<file path="src/rtl/core/ppc_pkg.sv">
// shared types and constants of the pid pwm controller
package ppc_pkg;

    localparam int SAMPLE_W = 8;
    localparam int GAIN_W   = 16;
    localparam int DUTY_W   = 10;
    localparam int ERR_W    = 9;
    localparam int ISUM_W   = 32;
    localparam int CFG_AW   = 8;
    localparam int CFG_DW   = 16;
    localparam int MUL_W    = 18;
    localparam int PROD_W   = 2 * MUL_W;

    // configuration register indexes
    localparam logic [CFG_AW-1:0] REG_REFERENCE      = 8'd0;
    localparam logic [CFG_AW-1:0] REG_PROP_GAIN      = 8'd1;
    localparam logic [CFG_AW-1:0] REG_INTEG_GAIN     = 8'd2;
    localparam logic [CFG_AW-1:0] REG_DERIV_GAIN     = 8'd3;
    localparam logic [CFG_AW-1:0] REG_TIME_STEP      = 8'd4;
    localparam logic [CFG_AW-1:0] REG_INV_TIME_STEP  = 8'd5;
    localparam logic [CFG_AW-1:0] REG_INTEGRAL_LIMIT = 8'd6;
    localparam logic [CFG_AW-1:0] REG_OUTPUT_MAX     = 8'd7;

    // derivative band limits and the high-sample threshold
    localparam int BAND_ERR_OUTER  = 22;
    localparam int BAND_ERR_INNER  = 10;
    localparam int BAND_PREV_ERR   = 25;
    localparam int BAND_DUTY_LOW   = 15;
    localparam int HIGH_SAMPLE     = 230;

    typedef logic signed [MUL_W-1:0]  mul_opnd_t;
    typedef logic signed [PROD_W-1:0] mul_prod_t;

    typedef struct packed {
        mul_opnd_t a;
        mul_opnd_t b;
    } mul_req_t;

endpackage

</file>
<file path="src/rtl/core/ppc_mul.sv">
// shared signed multiplier with registered product
module ppc_mul
    import ppc_pkg::*;
(
    input  logic      aclk,
    input  mul_req_t  req,
    output mul_prod_t prod_reg
);

    always_ff @(posedge aclk) begin
        prod_reg <= req.a * req.b;
    end

endmodule

</file>
<file path="src/rtl/core/pid_pwm_controller.sv">
// pid pwm duty controller with anti-windup, top level
//
// usage:
//   s_tvalid/s_tready/s_tdata carry one 8-bit measured sample per request.
//   m_tvalid/m_tready/m_tdata carry the new pwm duty (10 bits), m_tuser
//   flags that the derivative band held for this step.
//   cfg_valid/cfg_ready/cfg_addr/cfg_data write the eight gain and limit
//   registers; write them only while no sample is in flight.
// sequencing:
//   the sequencer drives one shared 18x18 multiplier through the p,
//   integral, derivative and gain products one per step, and a new
//   sample is taken only once the last one has left the sequencer;
//   s_tready is high only while the sequencer idles.
// reset:
//   aresetn (synchronous, active low) loads the register defaults and clears
//   the integral, the previous error and the previous duty.
// stall:
//   a finished result waits in the output register; a later result holds in
//   the last sequencer step until the receiver takes the earlier one.
module pid_pwm_controller
    import ppc_pkg::*;
(
    input  logic              aclk,
    input  logic              aresetn,

    input  logic              s_tvalid,
    output logic              s_tready,
    input  logic [7:0]        s_tdata,   // [7:0] measured_sample

    output logic              m_tvalid,
    input  logic              m_tready,
    output logic [15:0]       m_tdata,   // [9:0] pwm_duty, [15:10] zero
    output logic [0:0]        m_tuser,   // [0] derivative_used

    input  logic              cfg_valid,
    output logic              cfg_ready,
    input  logic [CFG_AW-1:0] cfg_addr,
    input  logic [CFG_DW-1:0] cfg_data
);

    typedef enum logic [3:0] {
        ST_IDLE,
        ST_MUL_P,
        ST_MUL_E,
        ST_ACC,
        ST_DIV,
        ST_CLAMP,
        ST_MUL_I,
        ST_SUM_I,
        ST_OUT
    } state_t;

    state_t state_reg;

    // configuration registers
    logic [SAMPLE_W-1:0] reference_reg;
    logic [GAIN_W-1:0]   prop_gain_reg;
    logic [GAIN_W-1:0]   integ_gain_reg;
    logic [GAIN_W-1:0]   deriv_gain_reg;
    logic [GAIN_W-1:0]   time_step_reg;
    logic [GAIN_W-1:0]   inv_step_reg;
    logic [GAIN_W-1:0]   integral_limit_reg;
    logic [DUTY_W-1:0]   output_max_reg;

    // controller state
    logic signed [ISUM_W-1:0] isum_reg;
    logic signed [ERR_W-1:0]  prev_err_reg;
    logic [DUTY_W-1:0]        prev_duty_reg;

    // per-sample datapath
    logic signed [ERR_W-1:0] err_reg;
    logic signed [ERR_W:0]   diff_reg;     // err minus previous error
    logic                    band_reg;
    logic signed [40:0]      acc_reg;      // integral sum in q.16
    logic signed [24:0]      ival_reg;     // whole integral value
    logic signed [10:0]      d_reg;        // clamped derivative
    logic signed [27:0]      dterm_reg;    // derivative term in q.8
    logic signed [35:0]      total_reg;    // output sum in q.8

    logic [DUTY_W-1:0] duty_reg;
    logic              used_reg;
    logic              m_valid_reg;

    // shared multiplier
    mul_req_t  mreq;
    mul_prod_t prod_reg;

    ppc_mul u_mul (
        .aclk     (aclk),
        .req      (mreq),
        .prod_reg (prod_reg)
    );

    assign s_tready  = (state_reg == ST_IDLE);
    assign cfg_ready = 1'b1;
    assign m_tvalid  = m_valid_reg;
    assign m_tdata   = {6'd0, duty_reg};
    assign m_tuser   = used_reg;

    // operand select for the shared multiplier, one product per step
    always_comb begin
        mreq.a = '0;
        mreq.b = '0;
        case (state_reg)
            ST_MUL_P: begin
                mreq.a = $signed({2'b00, prop_gain_reg});
                mreq.b = MUL_W'(err_reg);
            end
            ST_MUL_E: begin
                mreq.a = $signed({2'b00, time_step_reg});
                mreq.b = MUL_W'(err_reg);
            end
            ST_ACC: begin
                mreq.a = $signed({2'b00, inv_step_reg});
                mreq.b = MUL_W'(diff_reg);
            end
            ST_CLAMP: begin
                mreq.a = $signed({2'b00, deriv_gain_reg});
                mreq.b = MUL_W'(d_reg);
            end
            ST_MUL_I: begin
                // clamped integral fits 18 signed bits
                mreq.a = $signed({2'b00, integ_gain_reg});
                mreq.b = MUL_W'(ival_reg);
            end
            default: begin
                mreq.a = '0;
                mreq.b = '0;
            end
        endcase
    end

    // derivative band test on the fresh error
    logic band_next;
    always_comb begin
        band_next = (err_reg > -ERR_W'(BAND_ERR_OUTER)) &&
                    (err_reg <  ERR_W'(BAND_ERR_OUTER)) &&
                    ((err_reg < -ERR_W'(BAND_ERR_INNER)) ||
                     (err_reg >  ERR_W'(BAND_ERR_INNER))) &&
                    (prev_err_reg > -ERR_W'(BAND_PREV_ERR)) &&
                    (prev_err_reg <  ERR_W'(BAND_PREV_ERR)) &&
                    (prev_duty_reg > DUTY_W'(BAND_DUTY_LOW)) &&
                    (prev_duty_reg < output_max_reg);
    end

    // integral accumulate, truncating divide and clamps
    logic signed [40:0] acc_next;
    logic signed [24:0] quot;
    logic signed [24:0] lim_s;
    logic signed [35:0] omax_s;
    logic signed [28:0] isum_new;
    logic [27:0]        whole;
    logic [DUTY_W-1:0]  duty_next;

    always_comb begin
        acc_next = $signed({isum_reg[ISUM_W-1], isum_reg, 8'd0}) + 41'(prod_reg);
        // toward zero: round negative quotients up when bits are dropped
        quot     = acc_reg[40:16] + 25'(acc_reg[40] && (acc_reg[15:0] != 16'd0));
        lim_s    = $signed({9'd0, integral_limit_reg});
        omax_s   = $signed({26'd0, output_max_reg});
        isum_new = err_reg[ERR_W-1] ?
                   ($signed({ival_reg[16:0], 8'd0}) - 29'(dterm_reg)) :
                   ($signed({ival_reg[16:0], 8'd0}) + 29'(dterm_reg));
        whole    = total_reg[35:8];
        if (total_reg <= 36'sd0) begin
            duty_next = '0;
        end else if (whole > {18'd0, output_max_reg}) begin
            duty_next = output_max_reg;
        end else begin
            duty_next = whole[DUTY_W-1:0];
        end
    end

    always_ff @(posedge aclk) begin
        if (!aresetn) begin
            state_reg          <= ST_IDLE;
            m_valid_reg        <= 1'b0;
            reference_reg      <= 8'd128;
            prop_gain_reg      <= 16'd256;
            integ_gain_reg     <= 16'd0;
            deriv_gain_reg     <= 16'd0;
            time_step_reg      <= 16'd655;
            inv_step_reg       <= 16'd100;
            integral_limit_reg <= 16'd65535;
            output_max_reg     <= 10'd255;
            isum_reg           <= '0;
            prev_err_reg       <= '0;
            prev_duty_reg      <= '0;
        end else begin
            // the output step refills the register itself
            if (m_valid_reg && m_tready && (state_reg != ST_OUT)) begin
                m_valid_reg <= 1'b0;
            end

            // register writes, unknown indexes are dropped
            if (cfg_valid) begin
                case (cfg_addr)
                    REG_REFERENCE:      reference_reg      <= cfg_data[7:0];
                    REG_PROP_GAIN:      prop_gain_reg      <= cfg_data;
                    REG_INTEG_GAIN:     integ_gain_reg     <= cfg_data;
                    REG_DERIV_GAIN:     deriv_gain_reg     <= cfg_data;
                    REG_TIME_STEP:      time_step_reg      <= cfg_data;
                    REG_INV_TIME_STEP:  inv_step_reg       <= cfg_data;
                    REG_INTEGRAL_LIMIT: integral_limit_reg <= cfg_data;
                    REG_OUTPUT_MAX:     output_max_reg     <= cfg_data[9:0];
                    default: ;
                endcase
            end

            case (state_reg)
                ST_IDLE: begin
                    if (s_tvalid) begin
                        err_reg <= $signed({1'b0, reference_reg}) -
                                   $signed({1'b0, s_tdata});
                        // a high sample dumps the integral
                        if (s_tdata > SAMPLE_W'(HIGH_SAMPLE)) begin
                            isum_reg <= '0;
                        end
                        state_reg <= ST_MUL_P;
                    end
                end
                ST_MUL_P: begin
                    band_reg  <= band_next;
                    diff_reg  <= (ERR_W+1)'(err_reg) - (ERR_W+1)'(prev_err_reg);
                    state_reg <= ST_MUL_E;
                end
                ST_MUL_E: begin
                    total_reg <= prod_reg;                 // proportional term
                    state_reg <= ST_ACC;
                end
                ST_ACC: begin
                    acc_reg   <= acc_next;
                    state_reg <= ST_DIV;
                end
                ST_DIV: begin
                    ival_reg <= quot;
                    if (prod_reg > omax_s) begin
                        d_reg <= $signed({1'b0, output_max_reg});
                    end else if (prod_reg < -omax_s) begin
                        d_reg <= -$signed({1'b0, output_max_reg});
                    end else begin
                        d_reg <= prod_reg[10:0];
                    end
                    state_reg <= ST_CLAMP;
                end
                ST_CLAMP: begin
                    if (ival_reg > lim_s) begin
                        ival_reg <= lim_s;
                    end else if (ival_reg < -lim_s) begin
                        ival_reg <= -lim_s;
                    end
                    state_reg <= ST_MUL_I;
                end
                ST_MUL_I: begin
                    // product is the derivative term
                    if (band_reg) begin
                        dterm_reg <= prod_reg[27:0];
                        total_reg <= total_reg + prod_reg;
                    end else begin
                        dterm_reg <= '0;
                    end
                    state_reg <= ST_SUM_I;
                end
                ST_SUM_I: begin
                    total_reg <= total_reg + prod_reg;     // integral term
                    isum_reg  <= ISUM_W'(isum_new);
                    state_reg <= ST_OUT;
                end
                ST_OUT: begin
                    if (!m_valid_reg || m_tready) begin
                        duty_reg      <= duty_next;
                        used_reg      <= band_reg;
                        m_valid_reg   <= 1'b1;
                        prev_duty_reg <= duty_next;
                        prev_err_reg  <= err_reg;
                        state_reg     <= ST_IDLE;
                    end
                end
                default: begin
                    state_reg <= ST_IDLE;
                end
            endcase
        end
    end

endmodule

</file>
<file path="config.mk">
export PLATFORM = sky130hd
export DESIGN_NAME = pid_pwm_controller
export DESIGN_NICKNAME = d
export VERILOG_FILES = /design/src/rtl/core/ppc_pkg.sv /design/src/rtl/core/ppc_mul.sv /design/src/rtl/core/pid_pwm_controller.sv
export SDC_FILE = /design/constraint.sdc
export NUM_CORES = 2
export LEC_CHECK = 0
export ABC_AREA = 1
export BUFFER_PORTS_ARGS = -buffer_cell sky130_fd_sc_hd__buf_2
export CAP_MARGIN = 15
export CORE_AREA = 2 2 306 308
export DETAILED_ROUTE_END_ITERATION = 7
export DIE_AREA = 0 0 308 310
export GPL_TIMING_DRIVEN = 0
export PLACE_DENSITY = 0.53
export RECOVER_POWER = 50
export SYNTH_ARGS = -nofsm -noshare
export SYNTH_HDL_FRONTEND = slang
export SYNTH_SLANG_ARGS = --single-unit
</file>
<file path="constraint.sdc">
create_clock -name aclk -period 16.55 [get_ports aclk]
set_input_delay 2.4825 -clock aclk [delete_from_list [all_inputs] [get_ports aclk]]
set_output_delay 2.4825 -clock aclk [all_outputs]
set_load 0.05 [all_outputs]
</file>
# Yosys cells after proc, flatten, opt, wreduce, memory -nomap -nowiden
# Cells that the tools add are included.
[op_classes] reduce_logical=37 n_mul=1 eq_ne=21 n_addsub=10 n_mux=20 magnitude_cmp=15
[op_table] op="$pmux W34 S5" n=1
[op_table] op="$pmux W36 S3" n=1
[op_table] op="$mux W32" n=2
[op_table] op="$pmux W32 S2" n=1
[op_table] op="$mux W25" n=2
[op_table] op="$pmux W25 S2" n=1
[op_table] op="$add A40 B35 Y41" n=1
[op_table] op="$add A36 B35 Y36" n=1
[op_table] op="$le A36 B1 Y1 const B" n=1
[op_table] op="$lt A35 B36 Y1" n=1
[op_table] op="$mux W36" n=1
[op_table] op="$neg A10 Y36" n=1
[op_table] op="$pmux W4 S9" n=1
[op_table] op="$gt A35 B11 Y1" n=1
[op_table] op="$mul A17 B18 Y35" n=1
[op_table] op="$eq A8 B3 Y1 const B" n=4
[op_table] op="$mux W10" n=3
[op_table] op="$add A25 B28 Y29" n=1
[op_table] op="$mux W29" n=1
[op_table] op="$sub A25 B28 Y29" n=1
[op_table] op="$gt A28 B10 Y1" n=1
[op_table] op="$reduce_and A2 Y1" n=14
[op_table] op="$add A25 B1 Y25" n=1
[op_table] op="$gt A25 B17 Y1" n=1
[op_table] op="other kinds (34)" n=60
[word_totals] out_inout_bits=20 input_bits=37 reg_bits=377

# Depth between registers and ports, before layout
[logic_depth] depth_word=7 ltp_mapped=35 mapped_depth_nobuf=33

# Modules after synthesis
# Synthesis repeated with hierarchy kept, for this count alone.
[unflattened] cells_unflattened=5322 hier_area_um2=38832.2
[by_module_without_submodules] mod="pid_pwm_controller" cells_per_inst=3501 area_each_um2=24952.7 instances=1
[by_module_without_submodules] mod="ppc_mul" cells_per_inst=1821 area_each_um2=13879.6 instances=1

# Worst setup path after synthesis
# OpenSTA, ideal clock, no wires.
[synth_path] path_type="flip-flop to flip-flop" startpoint="register state_reg[2]" endpoint="register u_mul.prod_reg[30]" setup_slack_ps=9841 arrival_ps=6590 path_stages_with_launch=27 setup_ps=120 path_cell_list="dfxtp_1 inv_1 nor2_1 inv_1 nor2_2 inv_2 nor2_2 inv_1 o21ai_1 buf_2 nand2_1 fa_1 inv_1 fa_1 fa_1 fa_1 fa_1 inv_1 fa_1 inv_1 ha_1 nand2_1 nor3_1 nand3_1 nand3_1 a21oi_1 xnor2_1"
[synth_between] elab_chain_len=3 word_cells_on_any_way=7 cone_classes="mul (1); eq/ne (5); mux (1)"
[synth_lines] item="start: declaration" line="pid_pwm_controller.sv:53" source="state_t state_reg;"
[synth_lines] item="start signal: assignment" line="pid_pwm_controller.sv:176" source="state_reg <= ST_IDLE;"
[synth_lines] item="start signal: assignment" line="pid_pwm_controller.sv:219" source="state_reg <= ST_MUL_P;"
[synth_lines] item="start signal: assignment" line="pid_pwm_controller.sv:225" source="state_reg <= ST_MUL_E;"
[synth_lines] item="$eq A4 B3 Y1 (tied with other cells)" line="pid_pwm_controller.sv:104" source="case (state_reg)"
[synth_lines] item="$pmux W34 S5 (*)" line="pid_pwm_controller.sv:104"
[synth_lines] item="$mul A17 B18 Y35 (*)" line="ppc_mul.sv:11" source="prod_reg <= req.a * req.b;"
[synth_lines] item="end signal: assignment" line="ppc_mul.sv:11"
[synth_lines] item="end: declaration" line="ppc_mul.sv:7" source="output mul_prod_t prod_reg"
# Every way passes the cells marked *; elsewhere a longest branch is shown, timed or not.
# A chain may end at the register's enable or synchronous reset.

# Final worst setup path
# Same ends and word-level chain as after synthesis.

==> flow_summary.rst <==
.. list-table::
   :header-rows: 1

   * - Metric
     - Value
   * - Final critical delay including setup and external delays
     - between 9000 and 10000 ps
   * - Number of post-CTS setup repair buffers
     - 0
   * - Clock root buffer
     - sky130_fd_sc_hd__clkbuf_16
   * - TritonCTS clock tree
     - done
   * - Floorplan die width
     - approximately 310 um
   * - Result of the run
     - completed
   * - Headroom to the max-slew limit
     - a little under a quarter
   * - Average via count per standard cell
     - approximately 5.2
   * - Initial DRT Pass Iterations
     - 6
   * - Async set-reset flop share out of synthesis
     - 0%
   * - Critical path peak fanout
     - 10
   * - Area share of the largest cell type after synthesis
     - roughly 16%
   * - Total Die Area
     - roughly 0.095 sq mm
   * - Area of the mapped netlist
     - 0.0366 sq mm
   * - Number of antenna violations at the first check in global routing
     - 6
   * - Worst-case clock buffer depth
     - 3
   * - Met3 wirelength from detailed routing
     - between 8000 and 9000 um
   * - Smallest hold slack
     - 469 ps
   * - Slowest stage cell on the critical path
     - sky130_fd_sc_hd__fa_1
   * - Summed negative setup slack over all endpoints
     - 0 ps
   * - Most frequent cell after synthesis
     - sky130_fd_sc_hd__nand2_1
   * - Kind of end point of the critical path
     - flip-flop
   * - Worst-case vdd ir drop
     - between 50 and 60 uV
   * - Post-DP HPWL
     - a little over 100000 um
   * - Core ar.
     - roughly 0.092 sq mm
   * - WL met1
     - between 50000 and 60000 um
   * - Leading post-synthesis cells by cell area
     - sky130_fd_sc_hd__fa_1 (16%), sky130_fd_sc_hd__edfxtp_1 (14%), sky130_fd_sc_hd__nand2_1 (12%)
   * - Met2 routed WL
     - roughly 60000 um
   * - Kind of start point of the critical path
     - flip-flop
   * - GP Congestion
     - slightly below 1
   * - Starting density of the core
     - ~40%
   * - Clk sinks
     - about 370
   * - Drt total wl
     - ~130000 um
   * - Hold violation total from the final report
     - 0
   * - WL/cell
     - a little over 20 um
   * - Worst min-delay path class
     - reg2reg
   * - Setup-violating endpoint count in the final report
     - 0
   * - Total congestion overflow after global routing
     - 0
   * - Actual transition at the worst max-transition pin
     - 1150 ps
   * - CTS hold repair buffers
     - 0
   * - Clock transition at the registers of the reported paths
     - 60 ps
   * - Post-route clock skew
     - roughly 32 ps
   * - Number of max-slew violations in the final report
     - 0
   * - Seq cells post-synth
     - between 300 and 400
   * - Synthesized instance count
     - 4907
   * - Unique cell type count in the Yosys netlist
     - 51
   * - Clock insertion delay at the later pin of the skew report
     - 600 ps
   * - Final net count
     - 5666
   * - Number of top-level design ports
     - 57
   * - Biggest cell delay along the critical path
     - 940 ps
   * - Data arrival, critical path
     - around 10000 ps
   * - Max reg flops
     - approximately 40
   * - Number of global-route vias before repair
     - roughly 32000
   * - Highest metal used
     - met5
   * - Top_reg_cell synth
     - sky130_fd_sc_hd__dfxtp_1
   * - Achievable Freq
     - slightly above 100 MHz
   * - Placement row count
     - around 110
   * - DRC violation count after routing
     - 0
   * - Number of flops mapped to enable cells by yosys
     - ~170
   * - GRT Resource Usage Total
     - between 20% and 30%
   * - Number of buffers inserted during clock tree synthesis
     - 44
   * - Maximum number of pins on one net before global-route repair
     - 29
   * - Static power due to leakage
     - 0.0201 uW
   * - Power per unit of standard cell area
     - 82.7 mW/mm^2
   * - Area used by multi-input combinational logic
     - ~0.023 sq mm
   * - Unrepaired setup endpoints after global routing
     - false
   * - DR iter-0 viols
     - roughly 2600
   * - Total of buffers placed on input and output ports
     - between 40 and 50
   * - Fraction of layout instances using a drive strength above 1
     - 3.19%
   * - Most common library cells after synthesis
     - sky130_fd_sc_hd__nand2_1 (1170), sky130_fd_sc_hd__inv_1 (938), sky130_fd_sc_hd__nor2_1 (362)
   * - Kind of critical path
     - reg2reg
   * - Resized cells post-CTS
     - 0
   * - Height of the die
     - about 310 um
   * - Via count
     - about 32000
   * - Number of nets with antenna violations after routing
     - 0
   * - Total of fill cells in the finished design
     - approximately 9800
   * - Antenna diode count
     - 0
   * - Final Total Pwr
     - 3300 uW
   * - Synth warn
     - 0
   * - Final Util
     - approximately 43%
   * - First-pass GRT wire length
     - between 150000 and 200000 um
   * - Maximum level of the CTS H-tree
     - 2
   * - Fraction of the cycle the final worst path needs
     - 58.7%
   * - Portion of the post-synthesis area used by sequential elements
     - approximately a quarter
   * - Mean instance size in the synthesized netlist
     - 7.45 sq um
   * - Relative area change from synthesis to final layout
     - 9.08%
   * - Reported max-cap violation count
     - 0
   * - Total area of sequential cells
     - between 0.009 and 0.01 sq mm
   * - Required arrival time at the worst endpoint
     - between 15000 and 20000 ps
   * - Cell type with the largest total area after synthesis
     - sky130_fd_sc_hd__fa_1
==> cell families (layout without fill, tap and decap cells) <==
family | Yosys count | after routing | share of synthesized area (%)
simple gates | 1954 | 1954 | 22.0
compound gates | 756 | 756 | 11.5
other cells | 2 | 7 | 0.0205
fa+ha+maj | 618 | 618 | 27.3
buf+inv | 1085 | 1220 | 11.3
xor+xnor | 118 | 118 | 2.83
flops | 374 | 374 | 25.2
==> per-layer routing <==
metal  track usage, %  vias up
met1             35.2    15498
met3             4.30      177
met5                0        -
met4             8.07        2
met2             46.2      936
li1                 -    15852
==> final timing paths <==
check / from / to / slack (ps) / cells after the start
worst max-delay path: state_reg[2]$_SDFFE_PN0P_ / u_mul.prod_reg[30]$_DFF_P_ / 6830 / 27
worst min-delay path: isum_reg[6]$_SDFFE_PN0P_ / isum_reg[6]$_SDFFE_PN0P_ / 470 / 2
worst max register to register: state_reg[2]$_SDFFE_PN0P_ / u_mul.prod_reg[30]$_DFF_P_ / 6830 / 27
worst min register to register: isum_reg[6]$_SDFFE_PN0P_ / isum_reg[6]$_SDFFE_PN0P_ / 470 / 2
==> through the flow <==
stage          setup WS [ps]  cell area (sq um)  instances
2_1_floorplan           9840              36600       4912
3_3_place_gp            7400              38300       6157
3_5_place_dp            7300              38400       6161
4_1_cts                 7260              39900       6243
5_1_grt                 6100              39900       6244
6_report                6830              39900       6244
==> cell usage in the layout (no fill, tap or decap), types with 51 or more instances in the layout <==
cell type,instances
sky130_fd_sc_hd__edfxtp_1,172
sky130_fd_sc_hd__dfxtp_1,202
sky130_fd_sc_hd__clkbuf_1,129
sky130_fd_sc_hd__inv_1,939
sky130_fd_sc_hd__ha_1,320
sky130_fd_sc_hd__a21oi_1,347
sky130_fd_sc_hd__xor2_1,85
sky130_fd_sc_hd__buf_2,51
sky130_fd_sc_hd__fa_1,298
sky130_fd_sc_hd__o21ai_0,263
sky130_fd_sc_hd__nand4_1,56
sky130_fd_sc_hd__nor2_1,361
sky130_fd_sc_hd__nand3_1,260
sky130_fd_sc_hd__nand2_1,1170
==> power by group <==
part / switching [uW] / internal [uW] / leakage (uW)
Combinational: 722 / 345 / 0.0162
Clock: 415 / 590 / 0.000717
Sequential: 188 / 1040 / 0.00321
==> critical path, delay by kind of cell, from the launching register on <==
family	cells	cell delay, ps
compound gates	2	300
xor+xnor	1	190
fa+ha+maj	7	4190
buf+inv	8	1760
flops	1	320
simple gates	9	2850
==> cell type report <==
cell class | instances | area share (%)
Multi-Input combinational cell | 3453 | 58.4
Buffer | 128 | 1.32
Timing Repair Buffer | 53 | 0.769
Sequential cell | 374 | 23.1
Clock inverter | 22 | 0.602
Tap cell | 1197 | 3.76
Clock buffer | 60 | 3.10
Inverter | 957 | 9.01
Note: power is estimated with default switching activity, not from simulation.
